===== config.mk =====
export PLATFORM = sky130hd
export DESIGN_NAME = cga_interleaved_sprite_blit
export DESIGN_NICKNAME = d
export VERILOG_FILES = /design/src/cisb_pkg.sv /design/src/cisb_in_stage.sv /design/src/cisb_engine.sv /design/src/cisb_out_stage.sv /design/src/cga_interleaved_sprite_blit.sv
export SDC_FILE = /design/constraint.sdc
export NUM_CORES = 1
export LEC_CHECK = 0
export ABC_AREA = 1
export BUFFER_PORTS_ARGS = -buffer_cell sky130_fd_sc_hd__buf_2
export CELL_PAD_IN_SITES_DETAIL_PLACEMENT = 1
export CELL_PAD_IN_SITES_GLOBAL_PLACEMENT = 1
export CORE_ASPECT_RATIO = 1.5
export CORE_MARGIN = 3
export CORE_UTILIZATION = 44
export DETAILED_ROUTE_END_ITERATION = 10
export PLACE_DENSITY_LB_ADDON = 0.3
export SYNTH_ARGS = -nofsm -noshare
export SYNTH_HDL_FRONTEND = slang
export SYNTH_HIERARCHICAL = 1
export SYNTH_SLANG_ARGS = --single-unit

===== constraint.sdc =====
create_clock -name clock -period 5.1 [get_ports clock]
set_input_delay 0.51 -clock clock [delete_from_list [all_inputs] [get_ports clock]]
set_output_delay 0.51 -clock clock [all_outputs]
set_load 0.01 [all_outputs]

===== src/cisb_pkg.sv =====
// Shared types and constants for the interleaved sprite blit engine.
`timescale 1ns / 1ps

package cisb_pkg;

   localparam int ADDR_W = 14;
   localparam logic [ADDR_W:0] BANK_OFFSET = 15'h2000;
   localparam logic [6:0] LINE_PAIR_BYTES = 7'h50;

   typedef struct packed {
      logic       start_req;
      logic       erase;
      logic [8:0] pos_x;
      logic [7:0] pos_y;
      logic [8:0] width_px;
      logic [7:0] height_px;
      logic [7:0] sprite_byte;
   } item_type;

   typedef struct packed {
      logic [ADDR_W-1:0] video_address;
      logic [7:0]        video_byte;
      logic              last_write;
   } result_type;

endpackage


===== src/cisb_in_stage.sv =====
// Input register that holds one accepted sprite byte until the engine takes it.
`timescale 1ns / 1ps

module cisb_in_stage
   import cisb_pkg::*;
(
   input  logic     clock,
   input  logic     reset,
   input  logic     in_valid,
   output logic     in_ready,
   input  item_type in_item,
   output logic     held_valid,
   output item_type held_item,
   input  logic     advance
);

   logic     valid_ff;
   logic     valid_in;
   item_type item_ff;

   assign in_ready   = !valid_ff || advance;
   assign held_valid = valid_ff;
   assign held_item  = item_ff;

   always_comb begin
      if (in_valid && in_ready) begin
         valid_in = 1'b1;
      end else if (advance) begin
         valid_in = 1'b0;
      end else begin
         valid_in = valid_ff;
      end
   end

   always_ff @(posedge clock) begin
      if (reset) begin
         valid_ff <= 1'b0;
      end else begin
         valid_ff <= valid_in;
      end
   end

   always_ff @(posedge clock) begin
      if (in_valid && in_ready) begin
         item_ff <= in_item;
      end
   end

endmodule


===== src/cisb_engine.sv =====
// Sprite geometry state and the address computation for one byte.
`timescale 1ns / 1ps

module cisb_engine
   import cisb_pkg::*;
(
   input  logic       clock,
   input  logic       reset,
   input  item_type   item,
   input  logic       advance,
   output logic       produce,
   output result_type result
);

   logic       active_ff, active_in;
   logic       erase_mode_ff, erase_mode_in;
   logic [6:0] column_base_ff, column_base_in;
   logic [7:0] row_bytes_ff, row_bytes_in;
   logic [7:0] rows_total_ff, rows_total_in;
   logic [8:0] scanline_ff, scanline_in;
   logic [7:0] row_index_ff, row_index_in;
   logic [6:0] column_index_ff, column_index_in;

   logic       act_eff;
   logic       erase_eff;
   logic [6:0] cb_eff;
   logic [7:0] rb_eff;
   logic [7:0] rt_eff;
   logic [8:0] sl_eff;
   logic [7:0] ri_eff;
   logic [6:0] ci_eff;
   logic [9:0] width_sum;
   logic [7:0] height_inc;
   logic [7:0] ci_next;
   logic [8:0] ri_next;
   logic [ADDR_W:0] line_offset;
   logic [ADDR_W:0] addr_sum;
   logic       row_done;
   logic       sprite_done;

   always_comb begin
      width_sum  = {1'b0, item.width_px} + 10'd4;
      height_inc = item.height_px + 8'd1;
      if (item.start_req) begin
         erase_eff = item.erase;
         cb_eff    = item.pos_x[8:2];
         rb_eff    = width_sum[9:2];
         rt_eff    = {height_inc[7:1], 1'b0};
         sl_eff    = {1'b0, item.pos_y};
         ri_eff    = 8'd0;
         ci_eff    = 7'd0;
         act_eff   = (rt_eff != 8'd0);
      end else begin
         erase_eff = erase_mode_ff;
         cb_eff    = column_base_ff;
         rb_eff    = row_bytes_ff;
         rt_eff    = rows_total_ff;
         sl_eff    = scanline_ff;
         ri_eff    = row_index_ff;
         ci_eff    = column_index_ff;
         act_eff   = active_ff;
      end
   end

   always_comb begin
      line_offset = {7'd0, sl_eff[8:1]} * {8'd0, LINE_PAIR_BYTES};
      addr_sum    = (sl_eff[0] ? BANK_OFFSET : '0) + line_offset
                    + {8'd0, cb_eff} + {8'd0, ci_eff};
      ci_next     = {1'b0, ci_eff} + 8'd1;
      ri_next     = {1'b0, ri_eff} + 9'd1;
      row_done    = (ci_next >= rb_eff);
      sprite_done = row_done && (ri_next >= {1'b0, rt_eff});
   end

   assign produce              = act_eff;
   assign result.video_address = addr_sum[ADDR_W-1:0];
   assign result.video_byte    = erase_eff ? 8'd0 : item.sprite_byte;
   assign result.last_write    = sprite_done;

   always_comb begin
      erase_mode_in   = erase_eff;
      column_base_in  = cb_eff;
      row_bytes_in    = rb_eff;
      rows_total_in   = rt_eff;
      scanline_in     = sl_eff;
      row_index_in    = ri_eff;
      column_index_in = ci_eff;
      active_in       = act_eff;
      if (act_eff) begin
         if (row_done) begin
            column_index_in = 7'd0;
            row_index_in    = ri_next[7:0];
            scanline_in     = sl_eff + 9'd1;
            if (sprite_done) begin
               active_in = 1'b0;
            end
         end else begin
            column_index_in = ci_next[6:0];
         end
      end
   end

   always_ff @(posedge clock) begin
      if (reset) begin
         active_ff       <= 1'b0;
         erase_mode_ff   <= 1'b0;
         column_base_ff  <= '0;
         row_bytes_ff    <= '0;
         rows_total_ff   <= '0;
         scanline_ff     <= '0;
         row_index_ff    <= '0;
         column_index_ff <= '0;
      end else if (advance) begin
         active_ff       <= active_in;
         erase_mode_ff   <= erase_mode_in;
         column_base_ff  <= column_base_in;
         row_bytes_ff    <= row_bytes_in;
         rows_total_ff   <= rows_total_in;
         scanline_ff     <= scanline_in;
         row_index_ff    <= row_index_in;
         column_index_ff <= column_index_in;
      end
   end

endmodule


===== src/cisb_out_stage.sv =====
// Result register that holds one framebuffer write until it is taken.
`timescale 1ns / 1ps

module cisb_out_stage
   import cisb_pkg::*;
(
   input  logic       clock,
   input  logic       reset,
   input  logic       load,
   input  result_type load_result,
   output logic       can_load,
   output logic       out_valid,
   input  logic       out_ready,
   output result_type out_result
);

   logic       valid_ff;
   logic       valid_in;
   result_type result_ff;

   assign can_load   = !valid_ff || out_ready;
   assign out_valid  = valid_ff;
   assign out_result = result_ff;

   always_comb begin
      if (load) begin
         valid_in = 1'b1;
      end else if (out_ready) begin
         valid_in = 1'b0;
      end else begin
         valid_in = valid_ff;
      end
   end

   always_ff @(posedge clock) begin
      if (reset) begin
         valid_ff <= 1'b0;
      end else begin
         valid_ff <= valid_in;
      end
   end

   always_ff @(posedge clock) begin
      if (load) begin
         result_ff <= load_result;
      end
   end

endmodule


===== src/cga_interleaved_sprite_blit.sv =====
// Top level of the interleaved sprite blit engine.
// The engine takes one sprite byte per clock and returns at most one framebuffer
// write for it: the byte is held in the input register and the write in the result
// register, with the address formed by short logic in between. A byte that makes no
// write (no sprite active, past the end, or a start with no rows) still passes through
// the input register. The rate stays at one byte per clock as long as the result side
// takes each write when it is offered.
`timescale 1ns / 1ps

module cga_interleaved_sprite_blit
   import cisb_pkg::*;
(
   input  logic              clock,
   input  logic              reset,
   input  logic              req_valid,
   output logic              req_ready,
   input  logic              req_start_req,
   input  logic              req_erase,
   input  logic [8:0]        req_pos_x,
   input  logic [7:0]        req_pos_y,
   input  logic [8:0]        req_width_px,
   input  logic [7:0]        req_height_px,
   input  logic [7:0]        req_sprite_byte,
   output logic              rsp_valid,
   input  logic              rsp_ready,
   output logic [ADDR_W-1:0] rsp_video_address,
   output logic [7:0]        rsp_video_byte,
   output logic              rsp_last_write
);

   item_type   req_item;
   item_type   held_item;
   logic       held_valid;
   logic       advance;
   logic       produce;
   logic       can_load;
   result_type engine_result;
   result_type out_result;

   assign req_item.start_req   = req_start_req;
   assign req_item.erase       = req_erase;
   assign req_item.pos_x       = req_pos_x;
   assign req_item.pos_y       = req_pos_y;
   assign req_item.width_px    = req_width_px;
   assign req_item.height_px   = req_height_px;
   assign req_item.sprite_byte = req_sprite_byte;

   assign advance = held_valid && (!produce || can_load);

   cisb_in_stage u_in_stage (
      .clock      (clock),
      .reset      (reset),
      .in_valid   (req_valid),
      .in_ready   (req_ready),
      .in_item    (req_item),
      .held_valid (held_valid),
      .held_item  (held_item),
      .advance    (advance)
   );

   cisb_engine u_engine (
      .clock   (clock),
      .reset   (reset),
      .item    (held_item),
      .advance (advance),
      .produce (produce),
      .result  (engine_result)
   );

   cisb_out_stage u_out_stage (
      .clock       (clock),
      .reset       (reset),
      .load        (advance && produce),
      .load_result (engine_result),
      .can_load    (can_load),
      .out_valid   (rsp_valid),
      .out_ready   (rsp_ready),
      .out_result  (out_result)
   );

   assign rsp_video_address = out_result.video_address;
   assign rsp_video_byte    = out_result.video_byte;
   assign rsp_last_write    = out_result.last_write;

endmodule

* After elaboration in Yosys (flattened, before gate mapping)
Index checks and enable logic that the tools add are counted.
** Word-level totals
- Register bits :: 118
- Bits in latches :: 0
- Memory bits (writable) :: 0
- Memory bits (read-only) :: 0
- Input bits :: 48
- Output and inout bits :: 25
- Word-level logic and storage cells :: 66
- Memories kept :: 0
** Operators by class
- Add/subtract/negate cells :: 8
- $mul :: 1
- Divide/modulo/power cells :: 0
- Order comparisons :: 2
- Equality and inequality tests :: 0
- Shift operators :: 0
- Muxes and demuxes :: 22
- Bitwise logic cells :: 0
- Reduce and logical (&&, ||, !) cells :: 13
** Operators with widths (count)
- $mux 8 :: 5
- $add 14x7->14 :: 2
- $mux 7 :: 4
- $mux 9 :: 3
- $add 14x14->14 :: 1
- $mux 14 :: 1
- $add 9x3->10 const B :: 1
- $mul 8x3->10 const B :: 1
- $add 8x1->9 const B :: 1
- $add 9x1->9 const B :: 1
- $ge 9x8->1 :: 1
- $mux 1 :: 9
- $add 7x1->8 const B :: 1
- $add 8x1->8 const B :: 1
- $ge 8x8->1 :: 1
- $reduce_bool 7->1 :: 1
- $logic_and 1x1->1 :: 4
- $reduce_bool 2->1 :: 2
- $logic_not 1->1 :: 3
- $logic_or 1x1->1 :: 3

* Longest topological paths before layout
Gate-level depths: netlist of the first run.
- Word-level depth :: 9
- Mapped depth :: 24
- Depth with buffers taken out :: 21

* Hierarchy
The synthesis of the first run kept the hierarchy.
** Modules (own cells, without submodules)
- cisb_engine :: times used 1, cells each 734, area each 4576.9 µm²
- cisb_in_stage :: times used 1, cells each 50, area each 1368.8 µm²
- cisb_out_stage :: times used 1, cells each 28, area each 733.2 µm²
- cga_interleaved_sprite_blit :: times used 1, cells each 5, area each 25.0 µm²

* Worst setup path after synthesis of the first run
OpenSTA, ideal clock, no wires.
- Path type :: reg2reg
- Start point :: register u_in_stage.item_ff (netlist bit u_in_stage/held_item[8])
- End point :: register u_in_stage.item_ff (netlist bit u_in_stage/held_item[0]) (enable)
- Library setup time :: 460 ps
- Arrival :: 3699 ps
- Required time :: 4640 ps
- Slack :: 941 ps
- Cell stages (with the launch flop) :: 13
- Path buffers :: 0
- Clock period less this slack :: 4159 ps
- Cells stage by stage :: edfxtp_1 -> ha_1 -> nand2_1 -> nand2_1 -> nor2_1 -> nand2_1 -> nor2_1 -> nand3_2 -> nand2_4 -> inv_2 -> a21oi_2 -> inv_2 -> a21oi_1
** On the way
- Longest elaborated chain between the ends :: 8
** Ends and longest elaborated chain
- start, declared :: line cisb_in_stage.sv:19 : item_type item_ff;
- start signal, assigned :: line cisb_in_stage.sv:45 : item_ff <= in_item;
- $add 8x1->8 :: line cisb_engine.sv:43 : height_inc = item.height_px + 8'd1;
- $reduce_bool 7->1 :: line cisb_engine.sv:52 : act_eff = (rt_eff != 8'd0);
- $mux 1 :: line cisb_engine.sv:44 : if (item.start_req) begin
- via produce :: line cga_interleaved_sprite_blit.sv:35 : logic produce;
- $logic_not 1->1 :: line cga_interleaved_sprite_blit.sv:48 : assign advance = held_valid && (!produce || can_load);
- $logic_or 1x1->1 :: line cga_interleaved_sprite_blit.sv:48
- $logic_and 1x1->1 :: line cga_interleaved_sprite_blit.sv:48
- via advance :: line cga_interleaved_sprite_blit.sv:34 : logic advance;
- $logic_or 1x1->1 :: line cisb_in_stage.sv:21 : assign in_ready = !valid_ff || advance;
- $logic_and 1x1->1 :: line cisb_in_stage.sv:44 : if (in_valid && in_ready) begin
The timed path passes the listed nets, and every way through them passes these cells.
A chain may end at the register's enable or synchronous reset.

==> results.py, run 1 <==
metrics = {
    "finish": {
        "area_delta_synth_final_pct": 16.5,
        "seq_area_um2": 2910,
        "drive_gt1_frac": 0.156,
        "fin_cells": 1088,
        "final_common_cell": "nand2_1",
        "most-common-layout-cells": "204 x nand2_1, 104 x inv_1, 82 x nor2_1, 68 x buf_2, 63 x edfxtp_1",
        "stdcell_area_um2": 7670,
        "nets": 976,
        "multi_input_area_um2": 3130,
        "fill_cells": 1828,
        "antennaDiodeCount": 0,
    },
    "power_and_ir_drop": {
        "pwr-share-seq": 0.402,
        "switching_power_mw": 0.784,
        "power_frac_comb": 0.157,
        "p_leak_nw": 3.52,
        "netSwitchingFraction": 0.297,
        "ir_drop_v": 0.000168,
        "clock_power_share": 0.441,
        "power.density_nw_per_um2": 345,
        "power.internal_mw": 1.86,
    },
    "clock_tree": {
        "ctsHoldBuffers": 0,
        "cts_root_buf": "clkbuf_16",
        "clock_path_buffers": 2,
        "clkLatencyLatePin_ns": 0.42,
        "cts-htree-levels": 4,
        "path_clk_slew_ns": 0.06,
        "cts_tree": "built",
        "cts_setup_buffers": 0,
        "ctsResizeCount": 0,
        "cts_buffers": 17,
        "clkSinkCount": 114,
    },
    "timing": {
        "rsz0062_at_grt": "false",
        "setup_viol": 0,
        "relSlewSlack": 0.406,
        "finClkSkew_ns": 0.0101,
        "tightest_slew_ns": 0.890,
        "drv_slew": 0,
        "post-route-min-period_ns": 4.12,
        "tns_ns": 0,
        "hold_violations": 0,
        "fin_crit_sh": 0.807,
        "max_freq_mhz": 243,
    },
    "worst_setup_path": {
        "worstPathRequired_ns": 5.26,
        "critPathLaunchType": "flop",
        "critPathArrivalTime_ns": 4.28,
        "worstSetupPathType": "flop to flop",
        "critPathCaptureType": "flop",
        "crit_fanout": 26,
    },
    "detailed_routing": {
        "wl_per_cell_um": 16.7,
        "dr.first_iter.drc_count": 181,
        "drcViolationCount": 0,
        "first_pass_iters": 4,
        "postRouteAntennaNets": 0,
        "viasPerCell": 5.24,
        "drt_wl_total_um": 18100,
        "num_vias": 5704,
    },
    "grt": {
        "grt_pass1_vias": 6088,
        "antenna_found_initial": 0,
        "grt_pass1_wl_um": 29300,
        "overflow": 0,
        "grt_max_degree": 39,
        "grtUsageTotal": 0.227,
    },
    "die": {
        "ios": 73,
        "die_h_um": 156,
        "coreArea_um2": 14600,
        "dieArea_um2": 16500,
        "die_w_um": 106,
        "rows": 54,
        "start_util": 0.451,
    },
    "synth": {
        "synth.avg_cell_area_um2": 8.10,
        "ys_warn_count": 6,
        "syn_nets": 910,
        "syn_area_um2": 6580,
        "synth_cells": 813,
    },
    "placement": {
        "dpl_cell_area_um2": 7090,
        "dpl.hpwl_um": 12900,
        "portBuffers": 68,
        "place_inst": 1056,
        "gp_congestion": 0.822,
    },
    "min_path": {
        "min_path_type": "input pin to flop",
    },
    "outcome": {
        "outcome": "finished clean",
    },
    "flow_run": {
        "drv_cap": 0,
    },
}
[critical path: stages (launching register included)]
cell      delay [ns]
edfxtp_1        0.46
buf_4           0.35
buf_4           0.41
nand2_1         0.08
nand2_1         0.31
fa_1            0.49
ha_1            0.41
nand2_1         0.09
o21ai_0         0.45
a21oi_1         0.19
nor3_1          0.31
nand2_1         0.09
nor2_1          0.14
xor2_1          0.08
[path summary, 6_finish.rpt]
| kind | startpoint | end | slack (ns) | depth (start not counted) |
|---|---|---|---|---|
| worst max-delay path | u_in_stage/held_item[43] | u_out_stage/out_result[22] | 0.98 | 13 |
| worst min-delay path | req_width_px[2] | u_in_stage/held_item[18] | 0.26 | 1 |
| worst max register to register | u_in_stage/held_item[43] | u_out_stage/out_result[22] | 0.98 | 13 |
| worst min register to register | u_engine/rows_total_ff[0] | u_engine/rows_total_ff[0] | 0.46 | 2 |
[metal layers]
layer,vias up,share of wire,GRT usage
met1,2776,0.37,0.224
li1,2776,-,-
met5,-,0,0
met3,43,0.023,0.0356
met4,0,0.030,0.108
met2,109,0.57,0.453
[power by group through the flow]
stage	Clock [mW]	Sequential, mW	Combinational, mW
after floorplan	0	1.08	0.280
after global placement	0	1.08	0.383
after detailed placement	0	1.08	0.410
after CTS	1.19	1.06	0.419
after global routing	1.23	1.07	0.468
final	1.17	1.06	0.416
[through the flow]
step                hold slack [ns]  setup slack [ns]  total power, mW   util
floorplan                     0.425              1.14             1.36      -
global placement              0.434              1.13             1.46  0.486
detailed placement            0.444              1.04             1.49  0.486
CTS                           0.233             0.998             2.67  0.525
global route                  0.234             0.645             2.77  0.525
finish                        0.256             0.982             2.64  0.525
[state kept, by name (all words and copies together), names as in the netlist]
| register | count |
|---|---|
| u_engine/column_base_ff | 7 |
| u_out_stage/out_result | 23 |
| u_engine/rows_total_ff | 8 |
| u_engine/row_index_ff | 8 |
| u_out_stage/out_valid | 1 |
| u_engine/row_bytes_ff | 8 |
| u_engine/scanline_ff | 9 |
| u_engine/erase_mode_ff | 1 |
| u_engine/column_index_ff | 7 |
| u_engine/active_ff | 1 |
| u_in_stage/held_valid | 1 |
| u_in_stage/held_item | 40 |
[layout make-up]
| cell class | count | share of cell area |
|---|---|---|
| tap | 196 | 0.0320 |
| clock inverter | 14 | 0.0189 |
| clock buffer | 18 | 0.0560 |
| inverter | 110 | 0.0539 |
| multi-input combinational | 561 | 0.408 |
| sequential | 114 | 0.380 |
| timing repair buffer | 75 | 0.0512 |
Note: power is estimated with default switching activity, not from simulation.
==> inputs of run 2 (changes only) <==
- ABC_AREA: 1 -> 0
- CORE_UTILIZATION: 44 -> 46
- clock period: 5.1 -> 4.1 ns (I/O delays scaled with it)
==> run 2 against run 1 <==
Effect of this change: wire length shrank 8.9%; cell count down 22%; sequential cell count unchanged; first-iteration DRC count unchanged; critical path type unchanged; largest power group unchanged.
==> results.py, run 2 <==
metrics = {
    "clock_tree": {
        "cts-htree-levels": 4,
        "cts_buffers": 17,
        "clkSinkCount": 114,
        "ctsHoldBuffers": 0,
        "clkLatencyLatePin_ns": 0.41,
        "clock_path_buffers": 2,
        "path_clk_slew_ns": 0.06,
        "cts_setup_buffers": 0,
        "cts_tree": "built",
        "cts_root_buf": "clkbuf_16",
        "ctsResizeCount": 0,
    },
    "synth": {
        "synth_cells": 601,
        "synth.avg_cell_area_um2": 10.3,
        "ys_warn_count": 6,
        "syn_area_um2": 6200,
        "syn_nets": 698,
    },
    "timing": {
        "drv_slew": 0,
        "rsz0062_at_grt": "false",
        "tightest_slew_ns": 0.694,
        "hold_violations": 0,
        "finClkSkew_ns": 0.00729,
        "post-route-min-period_ns": 3.88,
        "max_freq_mhz": 258,
        "setup_viol": 0,
        "relSlewSlack": 0.526,
        "fin_crit_sh": 0.946,
        "tns_ns": 0,
    },
    "grt": {
        "grt_pass1_vias": 5358,
        "grt_max_degree": 48,
        "grtUsageTotal": 0.231,
        "grt_pass1_wl_um": 26400,
        "antenna_found_initial": 0,
        "overflow": 0,
    },
    "finish": {
        "final_core_util": 0.559,
        "largest_register_ffs": 40,
        "multi_input_area_um2": 3090,
        "area_delta_synth_final_pct": 17.8,
        "fill_cells": 1430,
        "nets": 769,
        "stdcell_area_um2": 7310,
        "fin_cells": 844,
        "most-common-layout-cells": "68 x buf_2, 63 x edfxtp_1, 61 x nand2_1, 51 x dfxtp_1, 49 x nor2_1",
        "final_common_cell": "buf_2",
        "drive_gt1_frac": 0.204,
        "seq_area_um2": 2910,
        "antennaDiodeCount": 0,
    },
    "detailed_routing": {
        "num_vias": 4835,
        "viasPerCell": 5.73,
        "postRouteAntennaNets": 0,
        "drt_wl_total_um": 16500,
        "wl_per_cell_um": 19.6,
        "drcViolationCount": 0,
        "first_pass_iters": 4,
        "dr.first_iter.drc_count": 181,
    },
    "worst_setup_path": {
        "crit_fanout": 11,
        "critPathLaunchType": "flop",
        "critPathCaptureType": "flop",
        "worstSetupPathType": "flop to flop",
        "critPathArrivalTime_ns": 4.19,
        "worstPathRequired_ns": 4.41,
    },
    "die": {
        "die_h_um": 148,
        "start_util": 0.474,
        "rows": 51,
        "die_w_um": 101,
        "coreArea_um2": 13100,
        "ios": 73,
        "dieArea_um2": 14900,
    },
    "power_and_ir_drop": {
        "switching_power_mw": 0.839,
        "power_frac_comb": 0.129,
        "power.density_nw_per_um2": 435,
        "netSwitchingFraction": 0.264,
        "pwr-share-seq": 0.414,
        "p_leak_nw": 2.95,
        "clock_power_share": 0.457,
        "ir_drop_v": 0.000251,
        "power.internal_mw": 2.34,
    },
    "flow_run": {
        "drv_cap": 0,
    },
    "placement": {
        "gp_congestion": 0.819,
        "dpl_cell_area_um2": 6720,
        "place_inst": 812,
        "dpl.hpwl_um": 11600,
        "portBuffers": 68,
    },
    "outcome": {
        "outcome": "finished clean",
    },
    "min_path": {
        "min_path_type": "input pin to flop",
    },
}
## run 2: metrics by stage
stage	hold slack, ns	power, mW	worst slack, ns
6_report	0.167	3.18	0.220
3_3_place_gp	0.440	1.71	0.433
2_1_floorplan	0.434	1.60	0.00620
3_5_place_dp	0.449	1.74	0.297
4_1_cts	0.151	3.21	0.228
5_1_grt	0.151	3.31	0.0338
## run 2: layout make-up
| class | count | share of cell area |
|---|---|---|
| well taps | 159 | 0.0272 |
| clock buffers | 17 | 0.0582 |
| flip-flops and latches | 114 | 0.399 |
| inverters | 20 | 0.0103 |
| repair buffers | 80 | 0.0606 |
| clock inverters | 15 | 0.0216 |
| multi-input cells | 439 | 0.423 |
## run 2: power groups by stage
stage | clock, mW | combinational, mW | sequential [mW]
2_1_floorplan | 0 | 0.269 | 1.33
3_3_place_gp | 0 | 0.372 | 1.34
3_5_place_dp | 0 | 0.401 | 1.34
4_1_cts | 1.48 | 0.413 | 1.32
5_1_grt | 1.53 | 0.455 | 1.32
6_report | 1.45 | 0.410 | 1.32
## run 2: layer usage
metal  wire length [um]  track usage  up-vias
met4                471        0.107        0
met3                394       0.0422       34
li1                   -            -     2320
met5                  0            0        -
met1               6140        0.228     2404
met2               9510        0.451       77
## run 2: worst max-delay path: stages (launching register included)
cell	delay, ns
edfxtp_1	0.52
nor2b_2	0.27
ha_2	0.27
and3_1	0.26
a31oi_1	0.14
or2_2	0.33
ha_1	0.33
nand4_1	0.16
o31a_1	0.36
a311oi_4	0.39
buf_4	0.27
nand4_1	0.13
xnor2_1	0.17
a22o_1	0.17
## run 2: path summary, 6_finish.rpt
path | start | to | slack (ns) | cells after the start
worst min register to register | u_engine/row_bytes_ff[7] | u_engine/row_bytes_ff[7] | 0.45 | 2
worst max-delay path | u_in_stage/held_item[43] | u_engine/scanline_ff[5] | 0.22 | 13
worst min-delay path | req_width_px[7] | u_in_stage/held_item[23] | 0.17 | 1
worst max register to register | u_in_stage/held_item[43] | u_engine/scanline_ff[5] | 0.22 | 13
